**src/trs_pkg.sv**
```systemverilog
`default_nettype none
package trs_pkg;

   localparam int unsigned WORD_W  = 32;
   localparam int unsigned MAT_N   = 9;
   localparam int unsigned AXIS_N  = 3;
   localparam int unsigned QUAT_N  = 4;
   localparam int unsigned ISQ_LAT = 32;   // one root bit per stage
   localparam int unsigned DIV_LAT = 31;   // one quotient bit per stage
   localparam int unsigned QUO_W   = 31;   // quotient never exceeds 1.0 in q2.30
   localparam int unsigned TERM_W  = 34;   // pivot reaches 4.0 in q2.30, signed
   localparam int unsigned REQ_DATA_W = (MAT_N + AXIS_N) * WORD_W;
   localparam int unsigned RSP_DATA_W = (2 * AXIS_N + QUAT_N) * WORD_W;
   localparam logic [WORD_W-1:0] Q30_ONE = 32'h4000_0000;

   typedef logic [WORD_W-1:0] word_type;

   // classified matrix word: magnitudes and signs of the basis, translation
   typedef struct packed {
      logic [MAT_N-1:0]           neg;
      word_type [MAT_N-1:0]       mag;
      word_type [AXIS_N-1:0]      trans;
   } trs_item_type;

   // queue status seen by front and back
   typedef struct packed {
      logic not_empty;
      logic full;
   } trs_qstat_type;

endpackage
`default_nettype wire

```
**src/trs_front.sv**
```systemverilog
`default_nettype none
module trs_front (
   input  wire logic                            clock,
   input  wire logic                            reset,
   input  wire logic                            in_valid,
   output logic                                 in_ready,
   input  wire logic [trs_pkg::REQ_DATA_W-1:0]  in_data,
   input  wire trs_pkg::trs_qstat_type          q_stat,
   output logic                                 q_push,
   output trs_pkg::trs_item_type                q_item
);
   import trs_pkg::*;

   logic         fv_ff, fv_in;
   trs_item_type item_ff, item_in;

   assign in_ready = !fv_ff || !q_stat.full;
   assign q_push   = fv_ff && !q_stat.full;
   assign q_item   = item_ff;

   always_comb begin
      fv_in = fv_ff;
      if (in_ready) begin
         fv_in = in_valid;
      end
   end

   // split each basis entry into sign and magnitude
   always_comb begin
      for (int e = 0; e < MAT_N; e++) begin
         item_in.neg[e] = in_data[e*WORD_W + WORD_W - 1];
         item_in.mag[e] = in_data[e*WORD_W + WORD_W - 1]
                        ? (~in_data[e*WORD_W +: WORD_W] + 32'd1)
                        : in_data[e*WORD_W +: WORD_W];
      end
      for (int a = 0; a < AXIS_N; a++) begin
         item_in.trans[a] = in_data[(MAT_N + a)*WORD_W +: WORD_W];
      end
   end

   always_ff @(posedge clock) begin
      if (reset) begin
         fv_ff <= 1'b0;
      end else begin
         fv_ff <= fv_in;
      end
   end

   always_ff @(posedge clock) begin
      if (in_ready && in_valid) begin
         item_ff <= item_in;
      end
   end

endmodule
`default_nettype wire

```
**config.mk**
```make
export PLATFORM = sky130hd
export DESIGN_NAME = trs_front
export DESIGN_NICKNAME = d
export VERILOG_FILES = /design/src/trs_pkg.sv /design/src/trs_front.sv
export SDC_FILE = /design/constraint.sdc
export NUM_CORES = 1
export LEC_CHECK = 0
export BUFFER_PORTS_ARGS = -buffer_cell sky130_fd_sc_hd__buf_2
export CAP_MARGIN = 20
export CORE_AREA = 2 2 306 308
export CTS_CLUSTER_DIAMETER = 80
export DETAILED_ROUTE_END_ITERATION = 10
export DIE_AREA = 0 0 308 310
export SYNTH_ARGS = -nofsm -noshare
export SYNTH_HDL_FRONTEND = slang
export SYNTH_SLANG_ARGS = --single-unit
```
**constraint.sdc**
```tcl
create_clock -name clock -period 12.8 [get_ports clock]
set_input_delay 0.64 -clock clock [delete_from_list [all_inputs] [get_ports clock]]
set_output_delay 0.64 -clock clock [all_outputs]
set_load 0.01 [all_outputs]
```
==> summary.md <==
| Metric | Value |
|---|---|
| Share of cells above drive strength 1 | 40.5% |
| Pleak | 9.26 nW |
| Syn_nets | 1,737 |
| First-pass GRT wire length | 92.3 mm |
| CTS Root Cell | clkbuf_16 |
| Async SR Flop Fraction | 0% |
| Nets@finish | 2,544 |
| Worst-Skew Late Latency | 0.61 ns |
| Max Freq | 0.300 GHz |
| Final Hold Viols | 0 |
| TritonCTS Buffers | 48 |
| CP arrival | 3.56 ns |
| CTS Hold Bufs | 0 |
| WL final | 66.8 mm |
| CP Max Fanout | 77 |
| Total track usage | 13.0% |
| Finished Cell Area | 0.0251 sq mm |
| Die W | 308 um |
| Startpoint types | flip-flop |
| Final setup TNS | 0 ns |
| Final Max Slew Viols | 0 |
| DR vias/cell | 4.33 |
| Number of max-cap violations | 0 |
| Chip Height | 310 um |
| Yosys reg bits | 394 |
| Postcts setup bufs | 0 |
| Area of the multi-input gates | 0.00611 sq mm |
| Yosys warning total | 0 |
| GPL Wtd Cong | 0.926 |
| Skew final | 0.0164 ns |
| TritonCTS clock tree | done |
| Setup-failing EPs final | 0 |
| Row cnt | 112 |
| Worst Path Required | 13.02 ns |
| Post-synthesis sequential area ratio | 65.1% |
| Post-route DRC | 0 |
| Avg WL per Cell | 19.8 um |
| Top cells by area, synth | edfxtp_1 65%, xnor2_1 12%, o31ai_1 3.6% |
| Area occupied by registers | 0.0118 sq mm |
| Synth Instances | 1,330 |
| Htree depth | 2 |
| IO Count | 784 |
| RSZ-0062 raised after global routing | no |
| Synth Area per Inst | 13.6 sq um |
| Clk buf depth | 3 |
| Fin crit share | 26.1% |
| Routed Antenna Nets | 0 |
| Worst Tran Pin Value | 1.09 ns |
| EDFF count, synth | 393 |
| Filler cells | 9,624 |
| Setup CP Type | reg2reg |
| Post-synth top area cell | edfxtp_1 |
| Top_reg_cell synth | edfxtp_1 |
| Status | completed |
| Floorplan Core Area | 0.0925 sq mm |
| Worst hold slack | 0.191 ns |
| Power density over cell area | 136 mW/mm^2 |
| Placed cell count | 3,282 |
| Reg clk slew, reported paths | 0.06 ns |
| R2R Setup Slk | 9.46 ns |
| Min cycle time layout | 3.34 ns |
| Post-CTS Resized | 0 |
| Final core occ | 27.1% |
| CTS Sinks | 394 |
| Mapped Area | 0.0182 sq mm |
| Antenna violations before repair | 21 |
| Synth top area share | 65.0% |
| I/O Buffers | 782 |
| Area grow syn2layout | 38.3% |
| Starting Density | 19.6% |
| Post-synth cell types | 39 |
| Worst hold path type | in2reg |
| Capturing element type of the critical path | flip-flop |
| Worst vdd ir | 0.0000878 V |
| Fin cells | 3,379 |
| First-pass detailed-route iteration total | 5 |
| DRT iter0 DRCs | 1,040 |
| Detailed Place HPWL | 53.3 mm |
| Largest net degree at the start of global routing | 81 |
| Number of global-route vias before repair | 14,027 |
| Vias | 14,639 |
| Die Area | 0.0955 sq mm |
| GRT Residual Overflow | 0 |
| Post-DP Area | 0.0235 sq mm |
| Slew headroom | 26.7% |
## per-layer routing
metal / up-vias / wire length (um) / share of wire, % / global-route usage, %
met5: - / 40 / 0.060 / 0
met4: 6 / 1980 / 3.0 / 5.05
met3: 118 / 5590 / 8.4 / 3.88
met2: 679 / 32400 / 48 / 21.5
met1: 7051 / 26800 / 40 / 15.8
li1: 6785 / - / - / -
## Yosys cell counts, drive strengths merged, types with 7 or more instances
library cell,number
or4,22
inv,24
or3,22
nand2,101
nor3b,9
o21ai,77
xnor2,256
edfxtp,393
o41ai,52
nor3,28
or2,9
clkbuf,31
nand3b,7
nor2,39
o31ai,87
nor4,47
ha,18
nand2b,21
nand4,37
nand3,27
## final timing paths
check	from	endpoint	cells past startpoint
setup / recovery	fv_ff	q_item[344]	4
hold / removal	in_data[375]	q_item[87]	1
hold reg to reg	fv_ff	fv_ff	2
setup reg to reg	fv_ff	q_item[344]	4
## kinds of logic (layout without fill, tap and decap cells)
family,after synthesis,count (layout),synth area share (%)
flops,394,394,65.1
xor+xnor,261,261,12.6
other cells,0,6,0
simple gates,377,377,11.4
fa+ha+maj,18,18,1.24
buf+inv,58,904,1.25
compound gates,222,222,8.43
## cells in the final DEF (no fill, tap or decap), types with 3 or more instances in the layout
master	Yosys	layout
a21oi_1	3	3
buf_2	2	784
buf_4	0	7
bufinv_16	0	5
clkbuf_1	31	8
clkbuf_16	0	48
clkinv_1	0	12
clkinv_2	0	7
clkinvlp_4	0	4
diode_2	0	6
edfxtp_1	393	393
ha_1	18	18
inv_1	24	24
nand2_1	101	101
nand2b_1	21	21
nand3_1	27	27
nand3b_1	7	7
nand4_1	36	36
nand4b_1	3	3
nor2_1	39	39
nor3_1	27	27
nor3b_1	9	9
nor4_1	43	42
nor4_2	3	4
o21ai_0	77	77
o31ai_1	87	87
o41ai_1	52	52
or2_2	9	9
or3_1	20	20
or4_1	19	19
or4_4	3	3
xnor2_1	256	256
xor2_1	5	5
## metrics by stage
| step | worst slack [ns] | power, mW |
|---|---|---|
| 3_5_place_dp | 9.00 | 2.06 |
| 3_3_place_gp | 9.04 | 2.06 |
| 5_1_grt | 9.20 | 3.54 |
| 4_1_cts | 9.44 | 3.45 |
| 6_report | 9.46 | 3.41 |
| 2_1_floorplan | 2.29 | 1.83 |
## sequential cells by signal, indices dropped and copies added (netlist names)
signal	count
q_item	393
fv_ff	1
## worst max-delay path, cell delays in order (launching register included)
cell,delay [ns]
dfxtp_1,0.32
nand2_1,0.07
and2_4,0.62
buf_4,0.82
buf_4,0.88
## final cells by class
class,count,area share (%)
inverter,24,0.359
sequential,394,47.1
tap,1197,5.97
clock buffer,56,4.91
antenna,6,0.0598
timing repair buffer,791,15.8
clock inverter,33,1.41
multi-input combinational,878,24.4
## where the power goes
group / internal, mW / total [mW] / switching (mW)
clock network: 0.799 / 1.38 / 0.577
registers: 1.55 / 1.57 / 0.0269
logic: 0.181 / 0.459 / 0.278
No activity file was read; power rests on OpenSTA's default activity.
