`src/trs_pkg.sv`:
```
`default_nettype none
package trs_pkg;

   localparam int unsigned WORD_W  = 32;
   localparam int unsigned MAT_N   = 9;
   localparam int unsigned AXIS_N  = 3;
   localparam int unsigned QUAT_N  = 4;
   localparam int unsigned ISQ_LAT = 32;   // one root bit per stage
   localparam int unsigned DIV_LAT = 31;   // one quotient bit per stage
   localparam int unsigned QUO_W   = 31;   // quotient never exceeds 1.0 in q2.30
   localparam int unsigned TERM_W  = 34;   // pivot reaches 4.0 in q2.30, signed
   localparam int unsigned REQ_DATA_W = (MAT_N + AXIS_N) * WORD_W;
   localparam int unsigned RSP_DATA_W = (2 * AXIS_N + QUAT_N) * WORD_W;
   localparam logic [WORD_W-1:0] Q30_ONE = 32'h4000_0000;

   typedef logic [WORD_W-1:0] word_type;

   // classified matrix word: magnitudes and signs of the basis, translation
   typedef struct packed {
      logic [MAT_N-1:0]           neg;
      word_type [MAT_N-1:0]       mag;
      word_type [AXIS_N-1:0]      trans;
   } trs_item_type;

   // queue status seen by front and back
   typedef struct packed {
      logic not_empty;
      logic full;
   } trs_qstat_type;

endpackage
`default_nettype wire

```
`src/trs_queue.sv`:
```
`default_nettype none
module trs_queue (
   input  wire logic                    clock,
   input  wire logic                    reset,
   input  wire logic                    push,
   input  wire trs_pkg::trs_item_type   push_item,
   input  wire logic                    pop,
   output trs_pkg::trs_item_type        pop_item,
   output trs_pkg::trs_qstat_type       stat
);
   import trs_pkg::*;

   localparam int unsigned DEPTH = 2;
   localparam int unsigned PTR_W = $clog2(DEPTH);
   localparam int unsigned CNT_W = $clog2(DEPTH + 1);

   logic [PTR_W-1:0] wp_ff, wp_in, rp_ff, rp_in;
   logic [CNT_W-1:0] cnt_ff, cnt_in;
   trs_item_type     ent_ff [DEPTH];

   // pointers wrap naturally, depth is a power of two
   always_comb begin
      wp_in  = push ? wp_ff + 1'b1 : wp_ff;
      rp_in  = pop ? rp_ff + 1'b1 : rp_ff;
      cnt_in = cnt_ff + CNT_W'(push) - CNT_W'(pop);
   end

   always_comb begin
      stat.not_empty = (cnt_ff != '0);
      stat.full      = (cnt_ff == CNT_W'(DEPTH));
   end

   assign pop_item = ent_ff[rp_ff];

   always_ff @(posedge clock) begin
      if (reset) begin
         wp_ff  <= '0;
         rp_ff  <= '0;
         cnt_ff <= '0;
      end else begin
         wp_ff  <= wp_in;
         rp_ff  <= rp_in;
         cnt_ff <= cnt_in;
      end
   end

   always_ff @(posedge clock) begin
      if (push) begin
         ent_ff[wp_ff] <= push_item;
      end
   end

endmodule
`default_nettype wire

```
`config.mk`:
```
export PLATFORM = sky130hd
export DESIGN_NAME = trs_queue
export DESIGN_NICKNAME = d
export VERILOG_FILES = /design/src/trs_pkg.sv /design/src/trs_queue.sv
export SDC_FILE = /design/constraint.sdc
export NUM_CORES = 1
export LEC_CHECK = 0
export BUFFER_PORTS_ARGS = -buffer_cell sky130_fd_sc_hd__buf_2
export CORE_AREA = 2 2 309 311
export CTS_CLUSTER_DIAMETER = 100
export DETAILED_ROUTE_END_ITERATION = 16
export DIE_AREA = 0 0 311 313
export GPL_TIMING_DRIVEN = 0
export PLACE_DENSITY = 0.5
export SETUP_SLACK_MARGIN = 0.15
export SYNTH_ARGS = -nofsm -noshare
export SYNTH_HDL_FRONTEND = slang
export SYNTH_SLANG_ARGS = --single-unit
```
`constraint.sdc`:
```
create_clock -name clock -period 46.2 [get_ports clock]
set_clock_uncertainty 0.1 [all_clocks]
set_input_delay 2.31 -clock clock [delete_from_list [all_inputs] [get_ports clock]]
set_output_delay 2.31 -clock clock [all_outputs]
set_load 0.02 [all_outputs]
```
==> summary.md, run 1 <==
| Metric | Value |
|---|---|
| Status | completed |
| Pwr Density | 45.32 nW/um^2 |
| WL/cell | 20.86 um |
| F_max | between 200 and 250 MHz |
| Largest net degree at the start of global routing | 66 |
| MaxCap Viol Count | 0 |
| GR Overflow Total | 0 |
| Worst vdd ir | about 0.033 mV |
| Combinational power share | 0.142 |
| Switch share | 0.2378 |
| Core Footprint | between 90000 and 100000 um^2 |
| Worst-path clk slew | 50 ps |
| Mapped Nets | 1643 |
| CP Capture Type | primary output |
| Placed Area | 36230 um^2 |
| RSZ-0062 raised after global routing | false |
| Die H | 313 um |
| Hold path start | rp_ff |
| Count of input and output buffers | 791 |
| Drt total wl | ~73 mm |
| Crit path max fanout | 10 |
| Postcts setup bufs | 0 |
| LEAKAGE | 15.31 nW |
| Area growth from synthesis to layout | 29.41% |
| Via/cell ratio | 4.290 |
| Design area | between 30000 and 40000 um^2 |
| Filler cell count | 8584 |
| Die area | 97340 um^2 |
| Chip width | 311 um |
| First-pass GRT wire length | 103.9 mm |
| Initial Util | 0.3205 |
| Reg-to-Reg Start | wp_ff |
| Multi-input logic area | 5936 um^2 |
| Share of cells above drive strength 1 | 0.6212 |
| Placed Cells | about 3300 |
| Clock sink total | 791 |
| Cell Int Power | 1.349 mW |
| Ports | roughly 790 |
| Mapped Cells | between 1000 and 1500 |
| Worst reg-to-reg path cell count | 6 |
| Sw Pwr | 420.9 uW |
| Antenna-violating nets left | 0 |
| Crit path DAT | 2140 ps |
| Setup TNS | 0 ps |
| Root buf cell | clkbuf_16 |
| Vias | 14990 |
| Sequential area share after synthesis | 0.7854 |
| Period utilization | 0.09852 |
| Final HPWL DP | ~54 mm |
| H-tree depth | 3 |
| Clock Latency Late Sink | 630 ps |
| Fin. Hold Viols | 0 |
| Worst-margin pin slew | 762.1 ps |
| Critical path class | register to primary output |
| WP data required | 43790 ps |
| CTS tree | yes |
| Number of synthesized register bits | 791 |
| DRT Pass-1 Iters | 6 |
| Final Critical Period | 4552 ps |
| Syn avg cell area | approximately 24 um^2 |
| Hold crit path type | register to register |
| Final setup viols | 0 |
| Final #Nets | 2545 |
| Hold path depth | 2 |
| GRT Overall Usage | 0.1451 |
| Clock power share | 0.379 |
| Initial antenna violation count | 28 |
| Max-slew headroom | 0.4909 |
| Finished Layout Cells | 3495 |
| TritonCTS Buffers | 87 |
| Post-CTS sizing | 0 |
| Sequential power share | 0.479 |
| Vias in the first global route | 16090 |
| Synth cell types | 16 |
| Cell area after synthesis | between 30000 and 40000 um^2 |
| Initial DRC count | 735 |
| Ys Warns | 0 |
| Row count | 113 |
| CP startpoint kind | register |
| Cts-stage hold buffer count | 0 |
| Max clock buf depth | 3 |
| Final RePlAce weighted congestion | 0.7455 |
| Register area | around 24000 um^2 |
| Slew Viols, Final | 0 |
| # DRC | 0 |
-- flip-flops by register name (all words and copies together), names as in the netlist, named ones only --
signal	count
cnt_ff	2
wp_ff	1
ent_ff	786
rp_ff	1
-- per-layer routing --
metal | vias up | part of all wire | routed length (um) | track usage
li1 | 6825 | - | - | -
met5 | - | 0.0026 | 190 | 0
met4 | 32 | 0.027 | 1982 | 0.05116
met2 | 516 | 0.54 | 39450 | 0.2664
met3 | 131 | 0.099 | 7223 | 0.07080
met1 | 7489 | 0.33 | 24050 | 0.1400
-- path summary, 6_finish.rpt --
path | endpoint | slack, ps
min reg2reg | register | 420
max | pop_item[124] | 41650
min | register | 420
max reg2reg | ent_ff[0][80] | 43560
-- critical path: stages (launching register included) --
cell     delay, ps
dfxtp_1        320
buf_6          180
buf_8          230
buf_8          200
mux2_4         370
buf_2          180
-- cells in the final DEF, fill, tap and decap left out, types with 3 or more instances in the layout --
cell type | Yosys | final
buf_2 | 2 | 793
buf_8 | 11 | 11
nor2_1 | 4 | 4
clkbuf_1 | 0 | 15
buf_16 | 0 | 8
bufinv_16 | 0 | 7
dfxtp_1 | 5 | 5
clkinv_2 | 0 | 13
clkinv_1 | 0 | 20
mux2_2 | 23 | 23
clkbuf_16 | 0 | 91
diode_2 | 0 | 15
mux2_4 | 370 | 370
edfxtp_1 | 786 | 786
buf_12 | 2 | 16
clkinvlp_4 | 0 | 6
buf_6 | 29 | 29
inv_6 | 0 | 3
-- layout make-up --
cell class / count / area share
flip-flops and latches: 791 / 0.6069
plain buffers: 44 / 0.01387
clock buffers: 107 / 0.06010
well taps: 1265 / 0.04053
inverters: 2 / 0.0001922
diodes: 15 / 0.0009611
repair buffers: 813 / 0.1142
clock inverters: 51 / 0.01125
multi-input cells: 407 / 0.1520
-- power by group through the flow --
stage                     clock, mW  combinational (mW)  sequential, mW
final                         0.671               0.251           0.848
after global routing          0.719               0.267           0.852
after CTS                     0.694               0.257           0.849
after detailed placement          0               0.256           0.864
after global placement            0               0.246           0.903
after floorplan                   0               0.160           0.886
-- cells in the mapped netlist, drive strengths merged --
| cell | n | area share |
|---|---|---|
| or2 | 1 | 0.00021 |
| edfxtp | 786 | 0.78 |
| buf | 44 | 0.018 |
| nor2 | 4 | 0.00050 |
| and2 | 1 | 0.00021 |
| mux2 | 393 | 0.19 |
| xnor3 | 1 | 0.00075 |
| ha | 2 | 0.00083 |
| dfxtp | 5 | 0.0033 |
| nor2b | 3 | 0.00062 |
| inv | 2 | 0.00025 |
| xnor2 | 2 | 0.00058 |
-- cells by family after synthesis --
logic type / Yosys count / share of synthesized area
adder cells (fa/ha/maj): 2 / 0.0008291
buffers and inverters: 46 / 0.01820
flip-flops: 791 / 0.7854
multiplexers: 393 / 0.1927
AND/OR/NAND/NOR: 9 / 0.001534
XOR/XNOR: 3 / 0.001327
-- through the flow --
stage	utilization	setup slack, ps	power, mW	hold WS (ps)
2_1_floorplan	-	25720	1.045	379.9
3_3_place_gp	0.3793	14410	1.148	403.3
3_5_place_dp	0.3848	41380	1.120	408.6
4_1_cts	0.4143	41510	1.800	426.2
5_1_grt	0.4146	41510	1.838	474.9
6_report	0.4147	41650	1.770	420.5
(Power assumes the default switching activity.)
==> inputs of run 2 (changes only) <==
- CORE_AREA: 2 2 309 311 -> 2 2 312 314
- DIE_AREA: 0 0 311 313 -> 0 0 314 316
- PLACE_DENSITY: 0.5 -> 0.51
- clock period: 46.2 -> 3.9 ns (I/O delays scaled with it)
==> summary.md, run 2 (synthesis results as in run 1) <==
| Metric | Value |
|---|---|
| Final setup viols | 0 (unchanged) |
| Overall power consumption | 21.30 mW (+1100%) |
| Slowest library cell on the worst path | nor2b_4 |
| Vias | 16410 (+9.5%) |
| GRT Overall Usage | 0.1468 (+0.001773) |
| Crit path DAT | 2960 ps (+820 ps) |
| Most frequent cells in the layout | 793 x buf_2, 786 x edfxtp_1, 397 x dlygate4sd3_1 |
| Count of input and output buffers | 791 (unchanged) |
| Largest register FFs | 786 (unchanged) |
| Critical path class | register to register |
| Row count | 114 (+0.88%) |
| Die H | 316 um (+0.96%) |
| DRT Pass-1 Iters | 5 (-1) |
| CP startpoint kind | register |
| Vias in the first global route | 18020 (+12%) |
| Area growth from synthesis to layout | 42.33% |
| Chip width | 314 um (+0.96%) |
| Sw Pwr | 5.070 mW (+1100%) |
| Biggest regs | ent_ff: 786 flops, cnt_ff: 2 flops |
| Setup TNS | 0 ps (unchanged) |
| Most used cell, CP | buf_12 |
| Final Critical Period | 2737 ps |
| CTS tree | yes |
| Clock power share | 0.372 (-0.007) |
| Initial DRC count | 830 (+13%) |
| Hold crit path type | input port to register |
| Initial antenna violation count | 4 (-86%) |
| Worst-path cell chain | nor2b_4 -> buf_12 -> buf_12 -> buf_16 -> buf_12 -> buf_12 |
| Crit path max fanout | 30 (+20) |
| CP top delay family | buffers and inverters |
| # DRC | 0 (unchanged) |
| Slew Viols, Final | 0 (unchanged) |
| Leading cell type in the layout, fill and taps excluded | buf_2 |
| Post-CTS sizing | 0 (unchanged) |
| Ports | 792 (unchanged) |
| Status | completed |
| TritonCTS Buffers | 88 (+1.1%) |
| Sequential power share | 0.472 (-0.007) |
| Die area | 99220 um^2 (+1.9%) |
| Largest register by flop count | ent_ff |
| Drt total wl | 75.28 mm (+3.3%) |
| F_max | between 300 and 400 MHz |
| Pwr Density | 495.8 nW/um^2 (+990%) |
| CP Capture Type | register |
| Initial Util | 0.3144 (-0.006115) |
| RSZ-0062 raised after global routing | false |
| LEAKAGE | 16.95 nW (+11%) |
| WP data required | 4120 ps (-39670 ps) |
| Fin. Hold Viols | 0 (unchanged) |
| Clock Latency Late Sink | 640 ps (about the same) |
| GR Overflow Total | 0 (unchanged) |
| Root buf cell | clkbuf_16 |
| Critical Path Max Stage Delay | 710 ps (+340 ps) |
| Worst-path clk slew | 60 ps (about the same) |
| MaxCap Viol Count | 0 (unchanged) |
| Combinational power share | 0.156 (+0.014) |
| Final HPWL DP | 53.58 mm (-0.52%) |
| WL/cell | 19.37 um (-7.1%) |
| Share of cells above drive strength 1 | 0.5232 (-0.09803) |
| Core Footprint | 95990 um^2 (+1.9%) |
| Switch share | 0.2381 (+0.0002806) |
| Worst-margin pin slew | 912.3 ps (+150.2 ps) |
| Worst vdd ir | 0.4187 mV (+1200%) |
| Cell Int Power | 16.23 mW (+1100%) |
| H-tree depth | 3 (unchanged) |
| Via/cell ratio | 4.223 (-1.6%) |
| Period utilization | 0.7019 |
| Final #Nets | 2942 (+16%) |
| Worst path bufs/invs | 5 (+1) |
| Max clock buf depth | 3 (unchanged) |
| Clock sink total | 791 (unchanged) |
| Antenna-violating nets left | 0 (unchanged) |
| Largest net degree at the start of global routing | 64 (-3.0%) |
| Max-slew headroom | 0.3905 (-0.1004) |
| Final RePlAce weighted congestion | 0.7584 (+1.7%) |
| First-pass GRT wire length | 108.8 mm (+4.8%) |
==> run 2: area by class of cell <==
cell class              instances  area (um^2)
clock buffers                 114         2321
clock inverters                42        422.9
well taps                    1276         1597
flip-flops and latches        791        23700
fillers                      8419        53040
inverters                       2        7.507
plain buffers                  44        541.8
diodes                          1        2.502
multi-input cells             407         5936
repair buffers               1209         8421
==> run 2: stage by stage <==
stage	instances	hold WS [ps]	utilization	setup slack, ps	instance area (um^2)
2_1_floorplan	1244	160.0	-	-2754	30190
3_3_place_gp	3311	282.0	0.3723	-6410	35740
3_5_place_dp	3332	285.7	0.3774	1081	36230
4_1_cts	3885	96.83	0.4474	1094	42950
5_1_grt	3886	132.4	0.4474	967.9	42950
6_report	3886	171.1	0.4474	1163	42950
==> run 2: power groups by stage <==
stage	logic [mW]	registers [mW]	clock network, mW
finish	3.32	10.1	7.92
global route	3.52	10.1	8.51
CTS	3.39	10.1	8.18
detailed placement	3.03	10.2	0
global placement	2.92	10.4	0
floorplan	1.89	10.3	0
==> run 2: worst paths after layout <==
check,slack (ps),from,to,cells after the start
setup / recovery,1160,wp_ff,ent_ff[0][65],6
hold / removal,170,push_item[159],ent_ff[0][159],2
setup reg to reg,1160,wp_ff,ent_ff[0][65],6
hold reg to reg,410,rp_ff,register,2
==> run 2: per-layer routing <==
layer / global-route usage / wire, um
met1: 0.1485 / 26390
met2: 0.2705 / 40070
met3: 0.05529 / 6403
met4: 0.06003 / 2392
met5: 0 / 24
==> run 2: what timing repair did <==
item                                    4_1_cts  5_1_grt
endpoints found under the hold margin       793        0
endpoints found under the setup margin        0        0
buffers inserted                              0        0
hold buffers                                397        0
==> inputs of run 3 (changes only) <==
- ABC_AREA: unset -> 1
- CORE_AREA: 2 2 312 314 -> 2 2 306 308
- DIE_AREA: 0 0 314 316 -> 0 0 308 310
- clock period: 3.9 -> 2.9 ns (I/O delays scaled with it)
==> summary.md, run 3 <==
| Metric | Value |
|---|---|
| Count of input and output buffers | 791 (unchanged) |
| Area growth from synthesis to layout | 42.49% |
| Biggest regs | ent_ff: 786 flops, cnt_ff: 2 flops |
| Vias in the first global route | 18040 (+0.13%) |
| Count leader, synth | edfxtp_1 |
| Most frequent cells in the layout | 793 x buf_2, 786 x edfxtp_1, 397 x dlygate4sd3_1 |
| First-pass GRT wire length | 108.8 mm (about the same) |
| Largest register FFs | 786 (unchanged) |
| Mapped Nets | 1653 (+0.61%) |
| Async set-reset flop share out of synthesis | 0 (unchanged) |
| LEAKAGE | 17.02 nW (+0.42%) |
| Sequential area share after synthesis | 0.7853 (about the same) |
| Synth cell types | 16 (unchanged) |
| Reg-to-Reg Start | wp_ff |
| Share of cells above drive strength 1 | 0.5278 (+0.004610) |
| Root buf cell | clkbuf_16 |
| H-tree depth | 3 (unchanged) |
| Multi-input logic area | 5918 um^2 (-0.29%) |
| Cell area after synthesis | 30180 um^2 (about the same) |
| Status | completed |
| Hold crit path type | input port to register |
| CP startpoint kind | register |
| Initial antenna violation count | 11 (+7) |
| Syn avg cell area | 24.07 um^2 (-0.78%) |
| Vias | 16510 (+0.59%) |
| Number of synthesized flops with an enable pin | 786 (unchanged) |
| Pwr Density | 660.7 nW/um^2 (+33%) |
| Worst hold slack | 120.2 ps (-50.89 ps) |
| Hold path start | push_item[253] |
| Reg2reg end | ent_ff[1][141] |
| Initial DRC count | 767 (-7.6%) |
| Critical path class | register to register |
| Initial Util | 0.3263 (+0.01197) |
| R2r setup slk | 340 ps (-820 ps) |
| TritonCTS Buffers | 86 (-2.3%) |
| Final core area utilization | 0.4650 (+0.01757) |
| Leading cell type in the layout, fill and taps excluded | buf_2 |
| Ys flop type | edfxtp_1 |
| WP data required | 3120 ps (-1000 ps) |
| Period utilization | 0.8819 (+0.1801) |
| RSZ-0062 raised after global routing | false |
| Die area | 95480 um^2 (-3.8%) |
| Largest register by flop count | ent_ff |
| Ys Warns | 0 (unchanged) |
| Clock sink total | 791 (unchanged) |
| Worst-path clk slew | 60 ps (about the same) |
| Filler cell count | 7997 (-5.0%) |
| Worst reg-to-reg path cell count | 8 (+2) |
| Max-slew headroom | 0.4812 (+0.09068) |
| Hold path depth | 2 (unchanged) |
| Drt total wl | 75.74 mm (+0.62%) |
| DRT Pass-1 Iters | 4 (-1) |
| Final #Nets | 2956 (+0.48%) |
| Die H | 310 um (-1.9%) |
| Placed Area | 36190 um^2 (-0.12%) |
| Mapped Cells | 1254 (+0.80%) |
| Core Footprint | 92490 um^2 (-3.7%) |
| Critical Path Max Stage Delay | 370 ps (-340 ps) |
| Final setup viols | 0 (unchanged) |
| Hold Path End | ent_ff[0][253] |
| Row count | 112 (-1.8%) |
| Max clock buf depth | 3 (unchanged) |
| Final Critical Period | 2558 ps (-179.7 ps) |
| F_max | 391.0 MHz (+7.0%) |
| Via/cell ratio | 4.310 (+2.1%) |
| Slowest library cell on the worst path | dfxtp_2 |
| Post-synth top cells | 786 x edfxtp_1, 370 x mux2_4, 29 x buf_6 |
| Design area | 43010 um^2 (+0.13%) |
| Largest net degree at the start of global routing | 41 (-36%) |
| Top-area cell type share of the netlist area | 0.7820 (about the same) |
| # DRC | 0 (unchanged) |
| Fin. Hold Viols | 0 (unchanged) |
| Post-synth top area cell | edfxtp_1 |
| Top cells by area, synth | edfxtp_1 78%, mux2_4 18%, buf_6 1.1%, mux2_2 0.86%, buf_8 0.55% |
| CP Capture Type | register |
| GR Overflow Total | 0 (unchanged) |
| Postcts setup bufs | 0 (unchanged) |
| Worst-path cell chain | nand2_2 -> clkinvlp_4 -> buf_12 -> buf_16 -> buf_16 -> buf_16 -> buf_12 -> buf_12 |
| Chip width | 308 um (-1.9%) |
| MaxCap Viol Count | 0 (unchanged) |
| Worst-margin pin slew | 776.4 ps (-135.9 ps) |
| WL/cell | 19.78 um (+2.1%) |
| Antenna-violating nets left | 0 (unchanged) |
| Overall power consumption | 28.41 mW (+33%) |
| Slew Viols, Final | 0 (unchanged) |
| Crit path max fanout | 39 (+30%) |
| Worst vdd ir | 0.5660 mV (+35%) |
| Setup TNS | 0 ps (unchanged) |
| Crit path DAT | 2780 ps (-180 ps) |
| Number of synthesized register bits | 791 (unchanged) |
| Final RePlAce weighted congestion | 0.7465 (-1.6%) |
| Register area | 23700 um^2 (unchanged) |
| GRT Overall Usage | 0.1527 (+0.005903) |
| Clock Latency Late Sink | 640 ps (about the same) |
| Final HPWL DP | 53.87 mm (+0.54%) |
| CTS tree | yes |
| Ports | 792 (unchanged) |
run 3: changes by cell type in the layout (fill, tap and decap cells not counted), sizes merged, moves of 3 or more:
| cell | delta |
|---|---|
| clkbuf | -15 |
| clkinv | +8 |
| clkinvlp | +7 |
| inv | +7 |
| diode | +6 |
| buf | +5 |
| nand2 | +5 |
| nor2 | +3 |
| nor2b | -3 |
run 3: layout make-up:
class | count | area share
Multi-Input combinational cell | 411 | 0.1376
Tap cell | 1197 | 0.03482
Antenna cell | 7 | 0.0004073
Inverter | 8 | 0.0007855
Buffer | 44 | 0.01260
Clock buffer | 98 | 0.05207
Sequential cell | 791 | 0.5511
Timing Repair Buffer | 1215 | 0.1980
Clock inverter | 59 | 0.01257
run 3: metal layers:
layer	share of wire	track usage	wire, um
met1	0.35	0.1578	26740
met2	0.53	0.2804	40300
met3	0.082	0.05462	6212
met4	0.032	0.06092	2454
met5	0.00046	0	35
run 3: timing repair:
action	in CTS	in global routing
resized for setup	0	3
endpoints found under the hold margin	808	0
endpoints found under the setup margin	0	35
hold buffers	397	0
run 3: cell families (layout without fill, tap and decap cells):
kind of cell,after synthesis,in the layout,synth area share
DFF,791,791,0.7853
AOI/OAI and AO/OA,1,1,0.0001657
and+or+nand+nor,14,14,0.001824
other,0,7,0
muxes,393,393,0.1926
xor gates and xnor gates,1,1,0.0002902
adders and majority gates,2,2,0.0008290
buffers and inverters,52,1424,0.01894
run 3: power breakdown:
group | internal, mW | leakage (nW) | switching [mW]
Clock | 6.34 | 1.36 | 4.44
Combinational | 2.04 | 8.25 | 2.20
Sequential | 13.3 | 7.42 | 0.137
run 3: how the worst max path moves through the flow:
stage | start | end
global route | wp_ff | ent_ff[1][149]
detailed placement | wp_ff | ent_ff[1][139]
finish | wp_ff | ent_ff[1][141]
global placement | wp_ff | ent_ff[1][139]
CTS | wp_ff | ent_ff[1][118]
floorplan | wp_ff | ent_ff[1][0]
run 3: critical path: cells and delay by family (launching register included):
family | cells | cell delay, ps
buffers and inverters | 7 | 1590
DFF | 1 | 370
and+or+nand+nor | 1 | 80
run 3: per-stage QoR:
step / std cells / worst slack, ps
finish: 3830 / 342.4
CTS: 3822 / 171.5
floorplan: 1254 / -3902
global route: 3829 / 174.7
global placement: 3242 / -7734
detailed placement: 3268 / 197.3
